### config.mk
export PLATFORM = sky130hd
export DESIGN_NAME = slope_sign_peak_finder
export DESIGN_NICKNAME = d
export VERILOG_FILES = /design/src/sspf_pkg.sv /design/src/sspf_front.sv /design/src/sspf_queue.sv /design/src/sspf_back.sv /design/src/slope_sign_peak_finder.sv
export VERILOG_INCLUDE_DIRS = /design/src /design/src/src
export SDC_FILE = /design/constraint.sdc
export NUM_CORES = 2
export LEC_CHECK = 0
export BUFFER_PORTS_ARGS = -buffer_cell sky130_fd_sc_hd__buf_2
export CORE_AREA = 2 2 385 387
export CTS_BUF_LIST = sky130_fd_sc_hd__clkbuf_2
export CTS_CLUSTER_SIZE = 20
export DETAILED_ROUTE_END_ITERATION = 6
export DIE_AREA = 0 0 387 389
export GPL_ROUTABILITY_DRIVEN = 1
export SLEW_MARGIN = 30
export SYNTH_ARGS = -nofsm -noshare
export SYNTH_HDL_FRONTEND = slang
export SYNTH_SLANG_ARGS = --single-unit
### constraint.sdc
create_clock -name clk -period 9.4 [get_ports clk]
set_input_delay 0.94 -clock clk [delete_from_list [all_inputs] [get_ports clk]]
set_output_delay 0.94 -clock clk [all_outputs]
set_load 0.05 [all_outputs]
### src/slope_sign_peak_finder_macros.svh
// Assertion macros used by the peak finder back end.
`ifndef SLOPE_SIGN_PEAK_FINDER_MACROS_SVH
`define SLOPE_SIGN_PEAK_FINDER_MACROS_SVH

// Check a condition at every clock edge out of reset.
`define SSPF_ASSERT_ALWAYS(lbl, cond, msg) \
	lbl: assert property (@(posedge clk) disable iff (!arst_n) (cond)) else $error(msg);

// Check a consequence in the same cycle.
`define SSPF_ASSERT_IMP(lbl, ante, cons, msg) \
	lbl: assert property (@(posedge clk) disable iff (!arst_n) (ante) |-> (cons)) \
		else $error(msg);

// Check a consequence in the following cycle.
`define SSPF_ASSERT_NXT(lbl, ante, cons, msg) \
	lbl: assert property (@(posedge clk) disable iff (!arst_n) (ante) |=> (cons)) \
		else $error(msg);

`endif

### src/sspf_pkg.sv
// Types, constants and helpers shared by the peak finder modules.
package sspf_pkg;

	localparam int PEAK_DEPTH    = 16;
	localparam int IDX_BITS      = 16;
	localparam int PEAK_CNT_BITS = $clog2(PEAK_DEPTH + 1);
	localparam int PEAK_PTR_BITS = (PEAK_DEPTH > 1) ? $clog2(PEAK_DEPTH) : 1;
	localparam logic [PEAK_CNT_BITS-1:0] PEAK_FULL = PEAK_CNT_BITS'(PEAK_DEPTH);

	localparam int MID_DEPTH     = 4;
	localparam int MID_PTR_BITS  = $clog2(MID_DEPTH);
	localparam int MID_CNT_BITS  = $clog2(MID_DEPTH + 1);

	localparam int OUT_DEPTH     = 2;
	localparam int OUT_PTR_BITS  = $clog2(OUT_DEPTH);
	localparam int OUT_CNT_BITS  = $clog2(OUT_DEPTH + 1);

	typedef enum logic [1:0] {
		REG_MIN_HEIGHT   = 2'd0,
		REG_MIN_DISTANCE = 2'd1,
		REG_MAX_PEAKS    = 2'd2
	} reg_idx_t;

	localparam logic KIND_PEAK    = 1'b0;
	localparam logic KIND_SUMMARY = 1'b1;

	localparam logic [4:0] MAX_PEAKS_RESET = 5'd16;

	typedef struct packed {
		logic [15:0] height_floor;
		logic [15:0] spacing;
		logic [4:0]  peak_cap;
	} cfg_t;

	// Classified sample handed from the front to the back.
	typedef struct packed {
		logic                       cand;
		logic signed [15:0]         pos;
		logic signed [15:0]         height;
		logic [IDX_BITS-1:0]        idx;
		logic                       last;
	} mid_item_t;

	typedef struct packed {
		logic               kind;
		logic signed [15:0] position;
		logic signed [15:0] height;
		logic [15:0]        index;
		logic [4:0]         total;
		logic               is_last;
	} result_t;

	typedef struct packed {
		logic full;
		logic empty;
	} queue_stat_t;

	// Low 16 bits of a sample index, zero-extended when the index is narrower.
	function automatic logic [15:0] index16(input logic [IDX_BITS-1:0] v);
		logic [IDX_BITS+15:0] t;
		t = {16'b0, v};
		return t[15:0];
	endfunction

endpackage

### src/sspf_front.sv
// Front end: keeps the sample window and slope sign, classifies peak candidates.
module sspf_front (
	input  logic                      clk,
	input  logic                      arst_n,
	input  sspf_pkg::cfg_t            cfg,
	input  logic                      push,
	input  logic signed [15:0]        x_value,
	input  logic signed [15:0]        y_value,
	input  logic                      last_sample,
	input  sspf_pkg::queue_stat_t     mid_stat,
	output logic                      mid_push,
	output sspf_pkg::mid_item_t       mid_item
);

	logic signed [15:0]              wx0_q, wx1_q, wy0_q, wy1_q;
	logic                            prev_rise_q;
	logic [sspf_pkg::IDX_BITS-1:0]   count_q;
	logic [1:0]                      fill_q;

	logic signed [16:0] dy, dx, yext;
	logic [16:0]        ay;
	logic               rising;
	logic               accept;

	assign accept   = push && !mid_stat.full;
	assign mid_push = accept;

	always_comb begin
		dy     = {y_value[15], y_value} - {wy0_q[15], wy0_q};
		dx     = {x_value[15], x_value} - {wx0_q[15], wx0_q};
		rising = (dy != 17'sd0) && (dy[16] == dx[16]);
		yext   = {wy1_q[15], wy1_q};
		ay     = yext[16] ? 17'(-yext) : 17'(yext);

		mid_item.cand   = (fill_q == 2'd3) && prev_rise_q && !rising &&
		                  (ay > {1'b0, cfg.height_floor});
		mid_item.pos    = wx1_q;
		mid_item.height = wy1_q;
		mid_item.idx    = count_q - sspf_pkg::IDX_BITS'(1);
		mid_item.last   = last_sample;
	end

	// Window payload needs no reset: it is read only once the fill count covers it.
	always_ff @(posedge clk) begin
		if (accept) begin
			wx0_q <= wx1_q;
			wy0_q <= wy1_q;
			wx1_q <= x_value;
			wy1_q <= y_value;
		end
	end

	always_ff @(posedge clk or negedge arst_n) begin
		if (!arst_n) begin
			prev_rise_q <= 1'b0;
			count_q     <= '0;
			fill_q      <= 2'd0;
		end else if (accept) begin
			if (last_sample) begin
				prev_rise_q <= 1'b0;
				count_q     <= '0;
				fill_q      <= 2'd0;
			end else begin
				count_q <= count_q + sspf_pkg::IDX_BITS'(1);
				if (fill_q != 2'd3)
					fill_q <= fill_q + 2'd1;
				if (fill_q >= 2'd2)
					prev_rise_q <= rising;
			end
		end
	end

endmodule

### src/sspf_queue.sv
// Short queue of classified samples between the front and the back.
module sspf_queue (
	input  logic                  clk,
	input  logic                  arst_n,
	input  logic                  wr,
	input  sspf_pkg::mid_item_t   wdata,
	input  logic                  rd,
	output sspf_pkg::mid_item_t   rdata,
	output sspf_pkg::queue_stat_t stat
);

	sspf_pkg::mid_item_t                 mem_q [sspf_pkg::MID_DEPTH];
	logic [sspf_pkg::MID_PTR_BITS-1:0]   wp_q, rp_q;
	logic [sspf_pkg::MID_CNT_BITS-1:0]   cnt_q;
	logic                                do_wr, do_rd;

	assign stat.full  = (cnt_q == sspf_pkg::MID_CNT_BITS'(sspf_pkg::MID_DEPTH));
	assign stat.empty = (cnt_q == '0);
	assign do_wr      = wr && !stat.full;
	assign do_rd      = rd && !stat.empty;
	assign rdata      = mem_q[rp_q];

	always_ff @(posedge clk) begin
		if (do_wr)
			mem_q[wp_q] <= wdata;
	end

	always_ff @(posedge clk or negedge arst_n) begin
		if (!arst_n) begin
			wp_q  <= '0;
			rp_q  <= '0;
			cnt_q <= '0;
		end else begin
			if (do_wr)
				wp_q <= wp_q + sspf_pkg::MID_PTR_BITS'(1);
			if (do_rd)
				rp_q <= rp_q + sspf_pkg::MID_PTR_BITS'(1);
			case ({do_wr, do_rd})
				2'b10:   cnt_q <= cnt_q + sspf_pkg::MID_CNT_BITS'(1);
				2'b01:   cnt_q <= cnt_q - sspf_pkg::MID_CNT_BITS'(1);
				default: cnt_q <= cnt_q;
			endcase
		end
	end

endmodule

### src/sspf_back.sv
// Back end: distance check against stored peaks, peak limit, result queue.
`include "slope_sign_peak_finder_macros.svh"

module sspf_back (
	input  logic                  clk,
	input  logic                  arst_n,
	input  sspf_pkg::cfg_t        cfg,
	input  sspf_pkg::mid_item_t   head,
	input  logic                  head_valid,
	output logic                  head_pop,
	input  logic                  pop,
	output logic                  empty,
	output sspf_pkg::result_t     res
);

	logic signed [15:0]                   store_q [sspf_pkg::PEAK_DEPTH];
	logic [sspf_pkg::PEAK_CNT_BITS-1:0]   found_q, found_d;
	logic                                 sum_pend_q, sum_d;

	sspf_pkg::result_t                    oq_q [sspf_pkg::OUT_DEPTH];
	logic [sspf_pkg::OUT_PTR_BITS-1:0]    owp_q, orp_q;
	logic [sspf_pkg::OUT_CNT_BITS-1:0]    ocnt_q;

	logic [sspf_pkg::PEAK_CNT_BITS-1:0]   limit;
	logic                                 close;
	logic                                 peak_ok;
	logic                                 owr, opop, ospace;
	logic                                 st_we;
	logic                                 peak_on_last;
	sspf_pkg::result_t                    ores;
	logic signed [16:0]                   sep;
	logic [16:0]                          asep;

	always_comb begin
		if (32'(cfg.peak_cap) >= sspf_pkg::PEAK_DEPTH)
			limit = sspf_pkg::PEAK_FULL;
		else
			limit = sspf_pkg::PEAK_CNT_BITS'(cfg.peak_cap);
	end

	// One comparator per store entry; only entries below the fill count take part.
	always_comb begin
		close = 1'b0;
		sep   = '0;
		asep  = '0;
		for (int k = 0; k < sspf_pkg::PEAK_DEPTH; k++) begin
			sep  = {head.pos[15], head.pos} - {store_q[k][15], store_q[k]};
			asep = sep[16] ? 17'(-sep) : 17'(sep);
			if ((sspf_pkg::PEAK_CNT_BITS'(k) < found_q) &&
			    (asep < {1'b0, cfg.spacing}))
				close = 1'b1;
		end
	end

	assign peak_ok = head.cand && (found_q < limit) && !close;
	assign ospace  = (ocnt_q != sspf_pkg::OUT_CNT_BITS'(sspf_pkg::OUT_DEPTH));

	always_comb begin
		owr      = 1'b0;
		head_pop = 1'b0;
		st_we    = 1'b0;
		found_d  = found_q;
		sum_d    = sum_pend_q;
		ores     = '0;
		if (head_valid && ospace) begin
			if (sum_pend_q) begin
				// peak already out; finish with the summary
				ores.kind  = sspf_pkg::KIND_SUMMARY;
				ores.total = 5'(found_q);
				ores.is_last = 1'b1;
				owr      = 1'b1;
				head_pop = 1'b1;
				found_d  = '0;
				sum_d    = 1'b0;
			end else if (peak_ok) begin
				ores.kind     = sspf_pkg::KIND_PEAK;
				ores.position = head.pos;
				ores.height   = head.height;
				ores.index    = sspf_pkg::index16(head.idx);
				ores.is_last  = !head.last;
				owr     = 1'b1;
				st_we   = 1'b1;
				found_d = found_q + sspf_pkg::PEAK_CNT_BITS'(1);
				if (head.last)
					sum_d = 1'b1;
				else
					head_pop = 1'b1;
			end else begin
				head_pop = 1'b1;
				if (head.last) begin
					ores.kind    = sspf_pkg::KIND_SUMMARY;
					ores.total   = 5'(found_q);
					ores.is_last = 1'b1;
					owr     = 1'b1;
					found_d = '0;
				end
			end
		end
	end

	assign peak_on_last = owr && (ores.kind == sspf_pkg::KIND_PEAK) && head.last;

	always_ff @(posedge clk) begin
		if (st_we)
			store_q[found_q[sspf_pkg::PEAK_PTR_BITS-1:0]] <= head.pos;
		if (owr)
			oq_q[owp_q] <= ores;
	end

	assign empty = (ocnt_q == '0);
	assign opop  = pop && !empty;
	assign res   = oq_q[orp_q];

	always_ff @(posedge clk or negedge arst_n) begin
		if (!arst_n) begin
			found_q    <= '0;
			sum_pend_q <= 1'b0;
			owp_q      <= '0;
			orp_q      <= '0;
			ocnt_q     <= '0;
		end else begin
			found_q    <= found_d;
			sum_pend_q <= sum_d;
			if (owr)
				owp_q <= owp_q + sspf_pkg::OUT_PTR_BITS'(1);
			if (opop)
				orp_q <= orp_q + sspf_pkg::OUT_PTR_BITS'(1);
			case ({owr, opop})
				2'b10:   ocnt_q <= ocnt_q + sspf_pkg::OUT_CNT_BITS'(1);
				2'b01:   ocnt_q <= ocnt_q - sspf_pkg::OUT_CNT_BITS'(1);
				default: ocnt_q <= ocnt_q;
			endcase
		end
	end

	`SSPF_ASSERT_IMP(a_pend_has_head, sum_pend_q, head_valid, "summary pending, queue empty")
	`SSPF_ASSERT_NXT(a_peak_then_sum, peak_on_last, sum_pend_q, "no summary after last peak")
	`SSPF_ASSERT_ALWAYS(a_found_bound, found_q <= sspf_pkg::PEAK_FULL, "peak count over depth")
	`SSPF_ASSERT_IMP(a_pop_valid, head_pop, head_valid, "back popped an empty queue")

endmodule

### src/slope_sign_peak_finder.sv
// Top level of the slope-sign peak finder: configuration registers and the front/back split.
//
// Samples enter through push/full and are classified by the front end in the cycle they are
// accepted; a new sample can be taken every cycle while the four-entry classified-sample
// queue has room. The back end retires one queued sample per cycle while its two-entry
// result queue has room; a peak on the last sample of a sequence holds that sample until
// both the peak report and then the summary are written, since it writes one result per
// cycle. A result passes through the classified-sample queue and then the result queue
// before it appears on the outputs; the summary behind a peak on the last sample follows the peak report.
// Configuration writes are taken at once and must only happen while the block is idle.
module slope_sign_peak_finder (
	input  logic               clk,
	input  logic               arst_n,
	input  logic               cfg_write,
	input  logic [1:0]         cfg_index,
	input  logic [15:0]        cfg_data,
	input  logic               push,
	output logic               full,
	input  logic signed [15:0] x_value,
	input  logic signed [15:0] y_value,
	input  logic               last_sample,
	output logic               empty,
	input  logic               pop,
	output logic               kind,
	output logic signed [15:0] peak_position,
	output logic signed [15:0] peak_height,
	output logic [15:0]        peak_index,
	output logic [4:0]         peak_total,
	output logic               is_last
);

	sspf_pkg::cfg_t        cfg_q;
	sspf_pkg::queue_stat_t mid_stat;
	sspf_pkg::mid_item_t   mid_in, mid_head;
	sspf_pkg::result_t     res;
	logic                  mid_push, mid_pop;

	always_ff @(posedge clk or negedge arst_n) begin
		if (!arst_n) begin
			cfg_q.height_floor <= '0;
			cfg_q.spacing      <= '0;
			cfg_q.peak_cap     <= sspf_pkg::MAX_PEAKS_RESET;
		end else if (cfg_write) begin
			unique case (cfg_index)
				sspf_pkg::REG_MIN_HEIGHT:   cfg_q.height_floor <= cfg_data;
				sspf_pkg::REG_MIN_DISTANCE: cfg_q.spacing      <= cfg_data;
				sspf_pkg::REG_MAX_PEAKS:    cfg_q.peak_cap     <= cfg_data[4:0];
				default: ;
			endcase
		end
	end

	assign full = mid_stat.full;

	sspf_front u_front (
		.clk         (clk),
		.arst_n      (arst_n),
		.cfg         (cfg_q),
		.push        (push),
		.x_value     (x_value),
		.y_value     (y_value),
		.last_sample (last_sample),
		.mid_stat    (mid_stat),
		.mid_push    (mid_push),
		.mid_item    (mid_in)
	);

	sspf_queue u_queue (
		.clk    (clk),
		.arst_n (arst_n),
		.wr     (mid_push),
		.wdata  (mid_in),
		.rd     (mid_pop),
		.rdata  (mid_head),
		.stat   (mid_stat)
	);

	sspf_back u_back (
		.clk        (clk),
		.arst_n     (arst_n),
		.cfg        (cfg_q),
		.head       (mid_head),
		.head_valid (!mid_stat.empty),
		.head_pop   (mid_pop),
		.pop        (pop),
		.empty      (empty),
		.res        (res)
	);

	assign kind          = res.kind;
	assign peak_position = res.position;
	assign peak_height   = res.height;
	assign peak_index    = res.index;
	assign peak_total    = res.total;
	assign is_last       = res.is_last;

endmodule

==> flow_summary_export.csv <==
group,metric,value,unit
status,outcome,"finished clean",
final_layout,final_common_cell,"edfxtp_1",
worst_setup_path,cpPeakStageDelay,870,ps
logic_synthesis,ys.flop_type,"edfxtp_1",
worst_setup_path,cp_top_family,"compound AO/OA/AOI/OAI gates",
clocking,postCtsHoldBufs,115,
clocking,cts_buffers,186,
final_layout,final_util,0.392,
worst_setup_path,crit_top_cell,"ha_1",
final_layout,area_delta_synth_final,12.9,%
logic_synthesis,synth_edf_count,630,
routing,drt-initial-drc-count,2994,
placed_design,gp_congestion,0.904,
worst_setup_path,crit_path_end_kind,"register",
worst_setup_path,r2r_slack,630,ps
final_layout,fin_nets,5972,
worst_setup_path,crit_slowest_cell,"mux4_4",
job,maxCapViolCount,0,
die,num_rows,141,
routing,drtPass1Iterations,5,
placed_design,dp_cells,6945,
routing,viasPerCell,5.35,
routing,drc,0,
routing,drt-total-wl,142,mm
die,die_h,389,microns
hold_path,min_path_type,"input port to register",
hold_path,hold_path_depth,2,
clocking,postCtsSetupRepairBufs,0,
global_routing,track_usage,0.186,
global_routing,grt_remaining_overflow,0,
final_layout,drive_gt1_frac,0.136,
global_routing,grt_max_degree,55,
sta,setup_viol,0,
die,initial_core_util,0.347,
routing,antenna_left,0,
clocking,cts.clk_slew.worst_paths,90,ps
logic_synthesis,syn_area,50900,sq um
die,core_area,147000,sq um
logic_synthesis,synth_area_leaders,"edfxtp_1, ha_1, xnor2_1",
final_layout,finish.instance_area,57500,sq um
final_layout,final_cells,7406,
logic_synthesis,synth_top_area_share,0.372,
clocking,cts_sinks,703,
worst_setup_path,critPathKind,"register to register",
sta,rsz0062_at_grt,"false",
logic_synthesis,syn-num-nets,5541,
logic_synthesis,yosys_warnings,0,
logic_synthesis,netlist_instances,4887,
clocking,post_cts_resized,0,
placed_design,dpl.hpwl,98.0,mm
worst_setup_path,worstPathArrival,9970,ps
logic_synthesis,synth_cell_types,98,
die,fp.dieW,387,microns
logic_synthesis,synth.avg_cell_area,10.4,sq um
sta,worstMarginPinSlew,1100,ps
worst_setup_path,worstPathRequired,10600,ps
worst_setup_path,reg2regPathDepth,28,
worst_setup_path,crit_end,"u_back.oq_q[1][5]",
worst_setup_path,crit_start,"u_queue.rp_q[0]",
sta,setup_tns,0,ps
routing,wire_per_inst,19.2,microns
logic_synthesis,async_flop_share,0.104,
sta,slew_viol_final,0,
clocking,root_buffer,"clkbuf_2",
logic_synthesis,synth_seq_area_share,0.408,
logic_synthesis,yosys.area.top_type,"edfxtp_1",
sta,max-slew-margin-rel,0.264,
clocking,htreeDepth,4,
routing,vias,39600,
sta,clock_skew,109,ps
die,io_pins,113,
worst_setup_path,crit_buf_inv,5,
worst_setup_path,cp-start-kind,"register",
placed_design,io_buffers,112,
sta,fin_crit,8770,ps
sta,min_period_over_period,0.932,
die,die_area,151000,sq um
logic_synthesis,ys_ff_latch,703,
worst_setup_path,worstReg2RegStart,"u_queue.rp_q[0]",
placed_design,place_area,54500,sq um
sta,max_clock_freq,0.114,GHz
worst_setup_path,worstReg2RegEnd,"u_back.oq_q[1][5]",
sta,final_hold_viol_count,0,
clocking,cts_tree,"yes",
worst_setup_path,cp_max_fo,30,
global_routing,grt_pass1_wl,220,mm
global_routing,grt_pass1_vias,38700,
worst_setup_path,cp.depth,28,
clocking,clk_latency,1610,ps
clocking,ctsLongestPathBuffers,3,
global_routing,antenna_found_initial,7,
final_layout,final_cell_mix,"edfxtp_1, ha_1, inv_1, nor2_1, xnor2_1",
-- per-stage QoR --
stage / setup WS [ps] / hold slack [ps]
3_3_place_gp: 729 / 479
5_1_grt: 52.1 / 66.4
2_1_floorplan: -917 / 457
4_1_cts: 650 / 2.48
3_5_place_dp: 642 / 480
6_report: 635 / 188
-- Yosys cell counts, drive strengths merged, types with 38 or more instances --
cell type	count
and3	39
a211oi	47
nand2b	59
nand2	228
nor2	347
nand4	38
ha	581
o21ai	257
clkbuf	76
xnor2	283
a21oi	263
edfxtp	630
nor2b	103
o211ai	44
nor3	127
a31oi	75
o21a	116
dfrtp	72
nand3	88
mux2	86
inv	457
mux4	51
o31ai	39
a21o	98
xor2	147
-- worst register-to-register path, delay by kind of cell, from the launching register on --
kind | cells | cell delay, ps
adders and majority gates | 3 | 800
xor gates and xnor gates | 1 | 110
and+or+nand+nor | 7 | 2030
AOI/OAI and AO/OA | 11 | 2930
buffers and inverters | 5 | 1060
muxes | 1 | 880
DFF | 1 | 620
-- how the worst min path moves through the flow --
stage                     start                end  slack, ps
2_1_floorplan  u_queue.cnt_q[2]   u_queue.cnt_q[2]        460
3_3_place_gp   u_queue.cnt_q[2]   u_queue.cnt_q[2]        480
3_5_place_dp   u_queue.cnt_q[2]   u_queue.cnt_q[2]        480
4_1_cts             y_value[15]  u_front.wy1_q[15]          2
5_1_grt             y_value[15]  u_front.wy1_q[15]         70
6_report            y_value[15]  u_front.wy1_q[15]        190
-- final cells by class --
class / count / area, sq um
Fill cell: 14400 / 89100
Multi-Input combinational cell: 3633 / 28200
Sequential cell: 703 / 20800
Timing Repair Buffer: 337 / 2580
Tap cell: 1930 / 2410
Inverter: 457 / 1720
Clock buffer: 270 / 1350
Clock inverter: 69 / 485
Antenna cell: 7 / 17.5
-- logic make-up after synthesis --
group	share of synthesized area
fa+ha+maj	0.149
buf+inv	0.0412
flops	0.408
simple gates	0.124
mux	0.0434
xor+xnor	0.0740
compound gates	0.161
-- metal layers --
layer	up-vias	GRT usage	wire length (microns)
met5	-	0	0
met1	19200	0.251	65500
met4	0	0.0657	4210
met3	223	0.0290	7750
met2	1062	0.302	64700
li1	19200	-	-
-- state kept, by name, indices dropped and copies added, names as in the netlist, 37 cells and up --
register / flops
u_back.oq_q: 110
cfg_q: 37
u_back.store_q: 256
u_queue.mem_q: 200
Power is not shown: default switching activity piles up to over one toggle a cycle in this logic, so the estimate is an artifact.
